### src/design/qtua_pkg.sv
`timescale 1ns / 1ps

package qtua_pkg;

  // Request kinds
  localparam logic [1:0] KIND_LOAD   = 2'd0;
  localparam logic [1:0] KIND_QUERY  = 2'd1;
  localparam logic [1:0] KIND_UPDATE = 2'd2;

  // Configuration register indexes
  localparam int unsigned CFG_IDX_W = 1;
  localparam logic [CFG_IDX_W-1:0] CFG_LEARN_RATE = 1'b0;
  localparam logic [CFG_IDX_W-1:0] CFG_DISCOUNT   = 1'b1;

  localparam int unsigned CFG_DATA_W = 9;
  localparam logic [CFG_DATA_W-1:0] LEARN_RATE_RST = 9'd205;
  localparam logic [CFG_DATA_W-1:0] DISCOUNT_RST   = 9'd128;

  typedef struct packed {
    logic [1:0]          kind;
    logic [3:0]          state_index;
    logic [3:0]          next_state_index;
    logic [1:0]          action_index;
    logic signed [15:0]  reward_value;
    logic signed [15:0]  load_value;
  } in_req_t;

  typedef struct packed {
    logic [1:0]          best_action;
    logic signed [15:0]  best_value;
    logic signed [15:0]  written_value;
    logic                index_error;
  } out_rsp_t;

endpackage

### src/design/q_table_update_argmax_top.sv
`timescale 1ns / 1ps

// Q-value table with load, best-action query and Q-learning update.
// Input channel in_req_i / in_valid_i / in_stall_o carries one request; it is
// taken on a clock edge with valid high and stall low. Each request yields one
// response on out_rsp_o / out_valid_o / out_stall_i.
// Steps from acceptance until the response register loads:
//   load or any index error or unused kind: index check and, for a load, the write
//   query:  one table read per action, then compare
//   update: row scan, one shared multiplier used
//           twice for gamma and alpha, then saturate and write back
// One table memory and one multiplier: only one request is in flight, and
// in_stall_o is high while it is worked on. A new request is taken while the
// last response still waits in the output register; if it still waits when
// the next response is done, the core holds that one and the input stalls.
// Reset clears control state and loads learn_rate = 205, discount = 128.
// Table contents are undefined until written by a load.
// cfg_we_i writes register cfg_idx_i (0 learn_rate, 1 discount); write only
// while idle.
module q_table_update_argmax_top #(
  parameter int unsigned NUM_STATES  = 16,
  parameter int unsigned NUM_ACTIONS = 3,
  parameter int unsigned VALUE_BITS  = 16
) (
  input  logic                                 clk_i,
  input  logic                                 rst_ni,
  input  logic                                 cfg_we_i,
  input  logic [qtua_pkg::CFG_IDX_W-1:0]       cfg_idx_i,
  input  logic [qtua_pkg::CFG_DATA_W-1:0]      cfg_data_i,
  input  qtua_pkg::in_req_t                    in_req_i,
  input  logic                                 in_valid_i,
  output logic                                 in_stall_o,
  output qtua_pkg::out_rsp_t                   out_rsp_o,
  output logic                                 out_valid_o,
  input  logic                                 out_stall_i
);

  localparam int unsigned DEPTH = NUM_STATES * NUM_ACTIONS;
  localparam int unsigned AW    = $clog2(DEPTH);
  localparam int unsigned CW    = $clog2(NUM_ACTIONS);
  localparam int unsigned DW    = ((VALUE_BITS > 16) ? VALUE_BITS : 16) + 3;
  localparam int unsigned MW    = qtua_pkg::CFG_DATA_W + 1;
  localparam int unsigned PW    = DW + MW;

  localparam logic signed [PW-1:0] VMAX =
    {{(PW-VALUE_BITS+1){1'b0}}, {(VALUE_BITS-1){1'b1}}};
  localparam logic signed [PW-1:0] VMIN =
    {{(PW-VALUE_BITS+1){1'b1}}, {(VALUE_BITS-1){1'b0}}};

  typedef enum logic [3:0] {
    ST_IDLE, ST_EXEC, ST_SCAN, ST_SCAN_END, ST_MUL_G, ST_DIFF, ST_MUL_S, ST_SUM, ST_DONE
  } state_e;

  function automatic logic [VALUE_BITS-1:0] sat_fn(input logic signed [PW-1:0] v);
    logic signed [PW-1:0] r;
    begin
      if (v > VMAX) begin
        r = VMAX;
      end else if (v < VMIN) begin
        r = VMIN;
      end else begin
        r = v;
      end
      return r[VALUE_BITS-1:0];
    end
  endfunction

  function automatic logic [15:0] to16_fn(input logic signed [VALUE_BITS-1:0] v);
    logic signed [PW-1:0] ext;
    begin
      ext = PW'(v);
      return ext[15:0];
    end
  endfunction

  function automatic logic [AW-1:0] addr_fn(input logic [3:0] row, input logic [3:0] col);
    return AW'(32'(row) * NUM_ACTIONS + 32'(col));
  endfunction

  state_e                        state_q;
  qtua_pkg::in_req_t             req_q;
  qtua_pkg::out_rsp_t            res_q;
  qtua_pkg::out_rsp_t            out_q;
  logic                          out_valid_q;
  logic [qtua_pkg::CFG_DATA_W-1:0] learn_rate_q;
  logic [qtua_pkg::CFG_DATA_W-1:0] discount_q;
  logic [CW-1:0]                 col_q;
  logic [CW-1:0]                 cmp_col_q;
  logic                          cmp_vld_q;
  logic signed [VALUE_BITS-1:0]  best_v_q;
  logic [CW-1:0]                 best_a_q;
  logic signed [VALUE_BITS-1:0]  q_q;
  logic signed [PW-1:0]          prod_q;
  logic signed [DW-1:0]          diff_q;

  logic signed [VALUE_BITS-1:0]  best_v_d;
  logic [CW-1:0]                 best_a_d;
  logic                          idx_err;
  logic [3:0]                    scan_row;
  logic [AW-1:0]                 rd_addr;
  logic [AW-1:0]                 wr_addr;
  logic                          wr_en;
  logic [VALUE_BITS-1:0]         wr_data;
  logic [VALUE_BITS-1:0]         rd_data;
  logic signed [VALUE_BITS-1:0]  rd_val;
  logic signed [MW-1:0]          mul_a;
  logic signed [DW-1:0]          mul_b;
  logic signed [PW-1:0]          mul_p;
  logic signed [PW-1:0]          gq;
  logic signed [PW-1:0]          diff_full;
  logic signed [PW-1:0]          step_adj;
  logic signed [PW-1:0]          step_val;
  logic signed [PW-1:0]          sum_val;
  logic [VALUE_BITS-1:0]         load_sat;
  logic [VALUE_BITS-1:0]         new_val;

  qtua_ram #(
    .WIDTH (VALUE_BITS),
    .DEPTH (DEPTH)
  ) u_ram (
    .clk_i   (clk_i),
    .we_i    (wr_en),
    .waddr_i (wr_addr),
    .wdata_i (wr_data),
    .raddr_i (rd_addr),
    .rdata_o (rd_data)
  );

  always_comb begin
    rd_val   = signed'(rd_data);
    best_v_d = best_v_q;
    best_a_d = best_a_q;
    // strictly larger only, so ties keep the lower action
    if (cmp_vld_q && (rd_val > best_v_q)) begin
      best_v_d = rd_val;
      best_a_d = cmp_col_q;
    end

    idx_err = 1'b0;
    unique case (req_q.kind)
      qtua_pkg::KIND_LOAD: begin
        idx_err = (32'(req_q.state_index) >= NUM_STATES) ||
                  (32'(req_q.action_index) >= NUM_ACTIONS);
      end
      qtua_pkg::KIND_QUERY: begin
        idx_err = (32'(req_q.state_index) >= NUM_STATES);
      end
      qtua_pkg::KIND_UPDATE: begin
        idx_err = (32'(req_q.state_index) >= NUM_STATES) ||
                  (32'(req_q.next_state_index) >= NUM_STATES) ||
                  (32'(req_q.action_index) >= NUM_ACTIONS);
      end
      default: begin
        idx_err = 1'b0;
      end
    endcase

    scan_row = (req_q.kind == qtua_pkg::KIND_UPDATE) ? req_q.next_state_index
                                                     : req_q.state_index;
    wr_addr  = addr_fn(req_q.state_index, {2'b00, req_q.action_index});
    rd_addr  = (state_q == ST_SCAN) ? addr_fn(scan_row, 4'(col_q)) : wr_addr;

    // shared multiplier: gamma * maxQ, then alpha * diff
    if (state_q == ST_MUL_G) begin
      mul_a = signed'({1'b0, discount_q});
      mul_b = DW'(best_v_q);
    end else begin
      mul_a = signed'({1'b0, learn_rate_q});
      mul_b = diff_q;
    end
    mul_p = PW'(mul_a) * PW'(mul_b);

    gq        = prod_q >>> 8;  // nonnegative product, shift truncates
    diff_full = PW'(req_q.reward_value) + gq - PW'(q_q);
    step_adj  = prod_q + (prod_q[PW-1] ? PW'(255) : PW'(0));
    step_val  = step_adj >>> 8;
    sum_val   = PW'(q_q) + step_val;
    new_val   = sat_fn(sum_val);
    load_sat  = sat_fn(PW'(req_q.load_value));

    wr_en   = ((state_q == ST_EXEC) && (req_q.kind == qtua_pkg::KIND_LOAD) && !idx_err) ||
              (state_q == ST_SUM);
    wr_data = (state_q == ST_SUM) ? new_val : load_sat;
  end

  always_ff @(posedge clk_i or negedge rst_ni) begin
    if (!rst_ni) begin
      state_q      <= ST_IDLE;
      req_q        <= '0;
      res_q        <= '0;
      out_q        <= '0;
      out_valid_q  <= 1'b0;
      learn_rate_q <= qtua_pkg::LEARN_RATE_RST;
      discount_q   <= qtua_pkg::DISCOUNT_RST;
      col_q        <= '0;
      cmp_col_q    <= '0;
      cmp_vld_q    <= 1'b0;
      best_v_q     <= '0;
      best_a_q     <= '0;
      q_q          <= '0;
      prod_q       <= '0;
      diff_q       <= '0;
    end else begin
      if (cfg_we_i) begin
        if (cfg_idx_i == qtua_pkg::CFG_LEARN_RATE) begin
          learn_rate_q <= cfg_data_i;
        end else if (cfg_idx_i == qtua_pkg::CFG_DISCOUNT) begin
          discount_q <= cfg_data_i;
        end
      end

      if (out_valid_q && !out_stall_i) begin
        out_valid_q <= 1'b0;
      end

      cmp_vld_q <= 1'b0;
      if (cmp_vld_q) begin
        best_v_q <= best_v_d;
        best_a_q <= best_a_d;
      end

      unique case (state_q)
        ST_IDLE: begin
          if (in_valid_i) begin
            req_q   <= in_req_i;
            state_q <= ST_EXEC;
          end
        end
        ST_EXEC: begin
          res_q    <= '0;
          best_v_q <= '0;
          best_a_q <= '0;
          col_q    <= '0;
          if (idx_err) begin
            res_q.index_error <= 1'b1;
            state_q           <= ST_DONE;
          end else begin
            unique case (req_q.kind) inside
              qtua_pkg::KIND_LOAD: begin
                res_q.written_value <= to16_fn(load_sat);
                state_q             <= ST_DONE;
              end
              qtua_pkg::KIND_QUERY, qtua_pkg::KIND_UPDATE: begin
                state_q <= ST_SCAN;
              end
              default: begin
                state_q <= ST_DONE;
              end
            endcase
          end
        end
        ST_SCAN: begin
          cmp_vld_q <= 1'b1;
          cmp_col_q <= col_q;
          col_q     <= col_q + 1'b1;
          if (col_q == CW'(NUM_ACTIONS - 1)) begin
            state_q <= ST_SCAN_END;
          end
        end
        ST_SCAN_END: begin
          // last compare lands here; Q(s,a) read is issued in parallel
          if (req_q.kind == qtua_pkg::KIND_QUERY) begin
            res_q.best_action <= 2'(best_a_d);
            res_q.best_value  <= to16_fn(best_v_d);
            state_q           <= ST_DONE;
          end else begin
            state_q <= ST_MUL_G;
          end
        end
        ST_MUL_G: begin
          q_q     <= rd_val;
          prod_q  <= mul_p;
          state_q <= ST_DIFF;
        end
        ST_DIFF: begin
          diff_q  <= DW'(diff_full);
          state_q <= ST_MUL_S;
        end
        ST_MUL_S: begin
          prod_q  <= mul_p;
          state_q <= ST_SUM;
        end
        ST_SUM: begin
          res_q.written_value <= to16_fn(new_val);
          state_q             <= ST_DONE;
        end
        ST_DONE: begin
          if (!out_valid_q || !out_stall_i) begin
            out_q       <= res_q;
            out_valid_q <= 1'b1;
            state_q     <= ST_IDLE;
          end
        end
        default: begin
          state_q <= ST_IDLE;
        end
      endcase
    end
  end

  assign in_stall_o  = (state_q != ST_IDLE);
  assign out_rsp_o   = out_q;
  assign out_valid_o = out_valid_q;

endmodule

### src/design/qtua_ram.sv
`timescale 1ns / 1ps

module qtua_ram #(
  parameter int unsigned WIDTH = 16,
  parameter int unsigned DEPTH = 48
) (
  input  logic                     clk_i,
  input  logic                     we_i,
  input  logic [$clog2(DEPTH)-1:0] waddr_i,
  input  logic [WIDTH-1:0]         wdata_i,
  input  logic [$clog2(DEPTH)-1:0] raddr_i,
  output logic [WIDTH-1:0]         rdata_o
);

  logic [WIDTH-1:0] mem_q [DEPTH];
  logic [WIDTH-1:0] rdata_q;

  always_ff @(posedge clk_i) begin
    if (we_i) begin
      mem_q[waddr_i] <= wdata_i;
    end
    rdata_q <= mem_q[raddr_i];
  end

  assign rdata_o = rdata_q;

endmodule
### config.mk
export PLATFORM = sky130hd
export DESIGN_NAME = q_table_update_argmax_top
export DESIGN_NICKNAME = d
export VERILOG_FILES = /design/src/design/qtua_pkg.sv /design/src/design/q_table_update_argmax_top.sv /design/src/design/qtua_ram.sv
export SDC_FILE = /design/constraint.sdc
export NUM_CORES = 2
export LEC_CHECK = 0
export BUFFER_PORTS_ARGS = -buffer_cell sky130_fd_sc_hd__buf_2
export CAP_MARGIN = 20
export CORE_MARGIN = 2
export CORE_UTILIZATION = 60
export CTS_CLUSTER_SIZE = 20
export DETAILED_ROUTE_END_ITERATION = 16
export PLACE_DENSITY = 0.77
export SYNTH_ARGS = -nofsm -noshare
export SYNTH_HDL_FRONTEND = slang
export SYNTH_HIERARCHICAL = 1
export SYNTH_SLANG_ARGS = --single-unit
### constraint.sdc
create_clock -name clk_i -period 8.9 [get_ports clk_i]
set_input_delay 2.67 -clock clk_i [delete_from_list [all_inputs] [get_ports clk_i]]
set_output_delay 2.67 -clock clk_i [all_outputs]
set_load 0.03 [all_outputs]
# Word-level counts from Yosys, hierarchy flattened
# Memories as Yosys holds them, arrays and structs flattened. A register that Yosys moved wholly into a read port is not among the register bits.
# Cells that the tools add are included.
totals:
  ff_bits: 224
  mem_bits_rw: 768
  output_inout_bits: 37
  memories: 1
memory_table:
  columns: ["memory", "depth", "word_bits", "read_ports", "rd_clocked_by_memory_dff", "wr", "line", "text"]
  rows:
  - ["u_ram.mem_q", 48, 16, 1, 1, 1, "qtua_ram.sv:15", "logic [WIDTH-1:0] mem_q [DEPTH];"]
classes:
  addsub: 7
  multipliers: 3
  magnitude_cmp: 6
  eq_ne: 15
  mux: 37
  n_bitwise: 1
  reduce_logical: 25
ops:
  columns: ["op", "n"]
  rows:
  - ["two-way mux 16 bit", 10]
  - ["one-hot mux 18 bit (2 select lines)", 1]
  - ["one-hot mux 4 bit (9 select lines)", 1]
  - ["one-hot mux 16 bit (2 select lines)", 1]
  - ["adder 29 x 9 -> 29 bit", 1]
  - ["multiplier 10 x 19 -> 29 bit", 1]
  - ["two-way mux 4 bit", 7]
  - ["adder 16 x 21 -> 22 bit", 1]
  - ["> comparator 22 x 16 -> 1 bit (second input constant)", 1]
  - ["< comparator 22 x 16 -> 1 bit (second input constant)", 1]
  - ["adder 16 x 19 -> 19 bit", 1]
  - ["two-way mux 19 bit", 1]
  - ["subtractor 19 x 16 -> 19 bit", 1]
  - ["two-way mux 18 bit", 1]
  - ["== test 4 x 3 -> 1 bit (second input constant)", 4]
  - ["> comparator 16 bit", 1]
  - ["> comparator 16 bit (second input constant)", 1]
  - ["< comparator 16 bit (second input constant)", 1]
  - ["adder 6 x 2 -> 6 bit", 2]
  - ["multiplier 4 x 2 -> 6 bit (second input constant)", 2]
  - ["AND reduction 2 bit", 5]
  - ["two-way mux 9 bit", 1]
  - ["== test 4 x 2 -> 1 bit (second input constant)", 2]
  - ["two-way mux 1 bit", 8]
  - ["22 further kinds", 38]

# Longest topological paths before layout
logic_depth:
  depth_word: 8
  mapped_depth: 28

# By module
# Netlist, hierarchy kept.
modules_own_cells:
  columns: ["mod", "instances", "cells_each", "area_per_inst_um2", "seq_area_each_um2"]
  rows:
  - ["qtua_ram", 1, 1499, 30300.3, 23382.4]
  - ["q_table_update_argmax_top", 1, 2039, 19215.9, 5612.9]

# Worst setup path before layout
# Ideal clock, no wire load.
synth_timing:
  path_type: "reg2reg"
  start: "register state_q[2]"
  end: "register prod_q[27]"
  arrival_ps: 6610
  t_required_ps: 8765
  slack_ps: 2155
  stages_incl_launch_ff: 25
  path_buffers: 3
  period_less_slack_ps: 6745
  path_cell_list: "dfrtp_1 clkbuf_1 nand2b_1 nor3_4 clkbuf_1 mux2i_1 clkbuf_1 nor2_1 fa_1 fa_1 fa_1 fa_1 inv_1 fa_1 inv_1 ha_1 a21o_1 a21o_1 a221oi_1 o221ai_1 a311oi_1 o21ai_0 a31oi_1 xor2_1 o21ai_0"
synth_via:
  elab_chain_cells: 3
  elab_cells_between_ends: 6
  cone_classes: "1 x mul; 2 x eq/ne; 2 x mux; 1 x reduce/logical"
synth_rtl:
  columns: ["element", "line", "text"]
  rows:
  - ["from (decl)", "q_table_update_argmax_top.sv:80", "state_e state_q;"]
  - ["from (signal assigned)", "q_table_update_argmax_top.sv:188", "state_q <= ST_IDLE;"]
  - ["from (signal assigned)", "q_table_update_argmax_top.sv:226", "state_q <= ST_EXEC;"]
  - ["from (signal assigned)", "q_table_update_argmax_top.sv:236", "state_q <= ST_DONE;"]
  - ["== test 4 x 3 -> 1 bit", "q_table_update_argmax_top.sv:164, q_table_update_argmax_top.sv:222", null]
  - ["two-way mux 9 bit or two-way mux 19 bit (tied branches)", "q_table_update_argmax_top.sv:164", "if (state_q == ST_MUL_G) begin"]
  - ["multiplier 10 x 19 -> 29 bit", "q_table_update_argmax_top.sv:171", "mul_p = PW'(mul_a) * PW'(mul_b);"]
  - ["to (signal assigned)", "q_table_update_argmax_top.sv:272", "prod_q <= mul_p;"]
  - ["to (signal assigned)", "q_table_update_argmax_top.sv:280", "prod_q <= mul_p;"]
  - ["to (decl)", "q_table_update_argmax_top.sv:93", "logic signed [PW-1:0] prod_q;"]
# Parallel ways exist; a longest one is shown, timed or not.
# A chain may end at the register's enable or synchronous reset.

# Worst setup path in the final report
layout_timing:
  start: "register state_q[2]"
  end: "register prod_q[28]"
# The elaborated chain is that of the path after synthesis.

==> impl_metrics.toml <==
[run_status]
status = "completed"

[cts]
cts_resized = 0
cts_buffers = 100
cts_sinks = 1008
h-tree-depth = 3
cts_setup_buffers = 0
cts_root_buffer = "clkbuf_16"
hold_buffers = 0
cts_tree = "done"
cts_max_path_buffers = 3
clk_latency_ps = 690
clkTransAtPathRegs_ps = 60

[cells_and_area]
nets = 4055
synthToLayoutAreaGrowth_pct = 10.64
drive_gt1_frac = 0.1637

[setup_path]
critPathLaunch = "state_q[2]"
critical_path_class = "reg -> reg"
crit_fanout = 43
cp.required_ps = 9400
endpoint_kind = "flip-flop"
path_cells = "nor2b_1 -> nand2_2 -> buf_4 -> o21ai_0 -> nand2_1 -> fa_1 -> inv_1 -> fa_1 -> ha_1 -> inv_1 -> fa_1 -> inv_1 -> fa_1 -> ha_1 -> o21ai_0 -> o21a_1 -> o31ai_1 -> o211ai_1 -> o211ai_1 -> o211ai_1 -> o21ai_0 -> nor3_1 -> nand3b_1"
cp-start-kind = "flip-flop"
cp_top_family = "adder cells"
rr_startpoint = "state_q[2]"
critPathBufInv = 4
crit_top_cell = "fa_1"
cp.arrival_ps = 7930
slowest_delay_ps = 630
crit_path_top_delay_cell = "o21ai_0"

[floorplan]
start_util = 0.6050
die-area_sq_um = 84840
coreArea_sq_um = 81850
core.rowCount = 105
die_x_microns = 291.3
die_h_microns = 291.3
ios = 96

[detailed_routing]
vias = 29650
routed_wl_microns = 122400
top_layer = "met5"
first_pass_iters = 5
met1Wirelength_microns = 46840
drc = 0
drtAntennaViolNets = 0
route.met3.wl_microns = 9001
dr_wl_met2_microns = 61810
dr.first_iter.drc_count = 2972
wire_per_inst_microns = 25.30
viasPerCell = 6.130

[min_path]
min_path_type = "reg -> reg"
hold_start = "u_ram/rdata_o[2]"

[yosys]
synth_top_area_share = 0.4657
yosysMostFrequentCell = "edfxtp_1"
synth_commonest_cells = "edfxtp_1, nand2_1, inv_1, mux2i_1, dfrtp_1"
synth_cell_types = 78
synth_top_cell_by_area = "edfxtp_1"
syn_area_per_cell_sq_um = 14.00
synth_edf_count = 768
synth_area_leaders = "edfxtp_1, dfrtp_1, fa_1, mux2i_1, ha_1"
yosysWarnings = 6
syn_area_sq_um = 49520
seq_area_frac_synth = 0.5856
synth-seq-cells = 1008
ys.flop_type = "edfxtp_1"
syn_nets = 3912
synth_cells = 3538
async_flop_share = 0.2222

[sta]
setup_viol = 0
rsz0062_at_grt = "false"
min_period_over_period = 0.8352
slew_headroom = 0.2537
hold_viol_final = 0
fmax_mhz = 134.5
fin_setup_tns_ps = 0
worstMarginPinSlew_ps = 1119
drv_slew = 0
fin_crit_ps = 7433
clock_skew_ps = 73.05

[run]
max-cap-violations = 0

[global_route]
grt_pass1_wl_microns = 185000
grt_pass1_vias = 30150
grt_max_degree = 144
grtUsageTotal = 0.2914
antenna_found_initial = 4
gr-total-overflow = 0

[placement]
gp_congestion = 0.9231
portBuffers = 95
dp_hpwl_microns = 81850
state kept, by name, indices dropped and copies added (netlist names):
| signal | count |
|---|---|
| u_ram/mem_q | 768 |
| req_q | 44 |
| out_rsp_o | 35 |
| res_q | 35 |
| prod_q | 29 |
| diff_q | 19 |
| best_v_q | 16 |
| q_q | 16 |
| u_ram/rdata_o | 16 |
| discount_q | 9 |
| learn_rate_q | 9 |
| state_q | 4 |
| best_a_q | 2 |
| cmp_col_q | 2 |
| col_q | 2 |
| cmp_vld_q | 1 |
| out_valid_o | 1 |
cell families (layout without fill, tap and decap cells):
kind of cell               count (synthesis)  after routing  synth area share
adders and majority gates                315            315            0.1048
muxes                                    479            479            0.1196
buffers and inverters                    447            673           0.03891
and+or+nand+nor                          710            710           0.06593
xor gates and xnor gates                  78             78           0.01380
DFF                                     1008           1008            0.5856
other                                      0              2                 0
AOI/OAI and AO/OA                        501            501           0.07146
placed cells by master (no fill, tap or decap), types with 13 or more instances in the layout:
cell / instances
nand2_1: 299
nand3_2: 21
a221oi_1: 36
o22ai_1: 16
buf_4: 84
dfrtp_1: 218
nor2b_1: 16
edfxtp_1: 768
a21o_1: 33
a22o_1: 32
clkinv_2: 26
a22oi_1: 79
xnor2_1: 49
nand4_1: 13
o211ai_1: 15
xor2_1: 29
o21ai_0: 113
clkbuf_1: 21
mux2i_1: 296
buf_2: 94
dfxtp_1: 16
ha_1: 149
nand3_1: 50
a21oi_1: 79
nor2_1: 185
nor3_1: 21
nand2b_1: 18
clkbuf_16: 101
mux2_2: 100
mux4_2: 80
inv_1: 299
fa_1: 166
o41ai_2: 16
final timing paths:
kind,end,slack (ps),depth (start not counted)
setup / recovery,prod_q[28],1470,23
hold / removal,q_q[2],470,2
setup reg to reg,prod_q[28],1470,23
hold reg to reg,q_q[2],470,2
max in group asynchronous,req_q[31],5650,2
min in group asynchronous,out_rsp_o[30],1980,1
layer usage:
layer / track usage / up-vias
met1: 0.3755 / 15050
met4: 0.1029 / 2
met3: 0.04818 / 245
met5: 0 / -
met2: 0.5026 / 1149
li1: - / 13200
worst register-to-register path: cells and delay by family, from the launching register on:
kind / cells / cell delay [ps]
adder cells (fa/ha/maj): 6 / 2560
AO/OA/AOI/OAI: 8 / 2380
AND/OR/NAND/NOR: 5 / 1290
buffers and inverters: 4 / 600
flip-flops: 1 / 470
through the flow:
stage | std cells | setup WS [ps] | hold WS, ps | util | cell area (sq um)
2_1_floorplan | 3538 | 2155 | 429.0 | - | 49520
4_1_cts | 4825 | 1453 | 473.1 | 0.6670 | 54590
6_report | 4836 | 1467 | 465.1 | 0.6694 | 54790
3_3_place_gp | 4640 | 1616 | 463.6 | 0.6273 | 51350
3_5_place_dp | 4640 | 1524 | 464.7 | 0.6273 | 51350
5_1_grt | 4836 | 866.0 | 508.4 | 0.6694 | 54790
layout make-up:
| cell class | instances | area, sq um |
|---|---|---|
| tap | 1070 | 1339 |
| timing repair buffer | 189 | 1339 |
| sequential | 1008 | 29000 |
| fill | 5694 | 27060 |
| multi-input combinational | 2083 | 18740 |
| clock inverter | 55 | 529.3 |
| antenna | 2 | 5.005 |
| inverter | 299 | 1122 |
| clock buffer | 130 | 2716 |
Power is left out: the tool's default activity adds up to more than one toggle a clock period on the data nets, which glitch-free logic cannot reach.
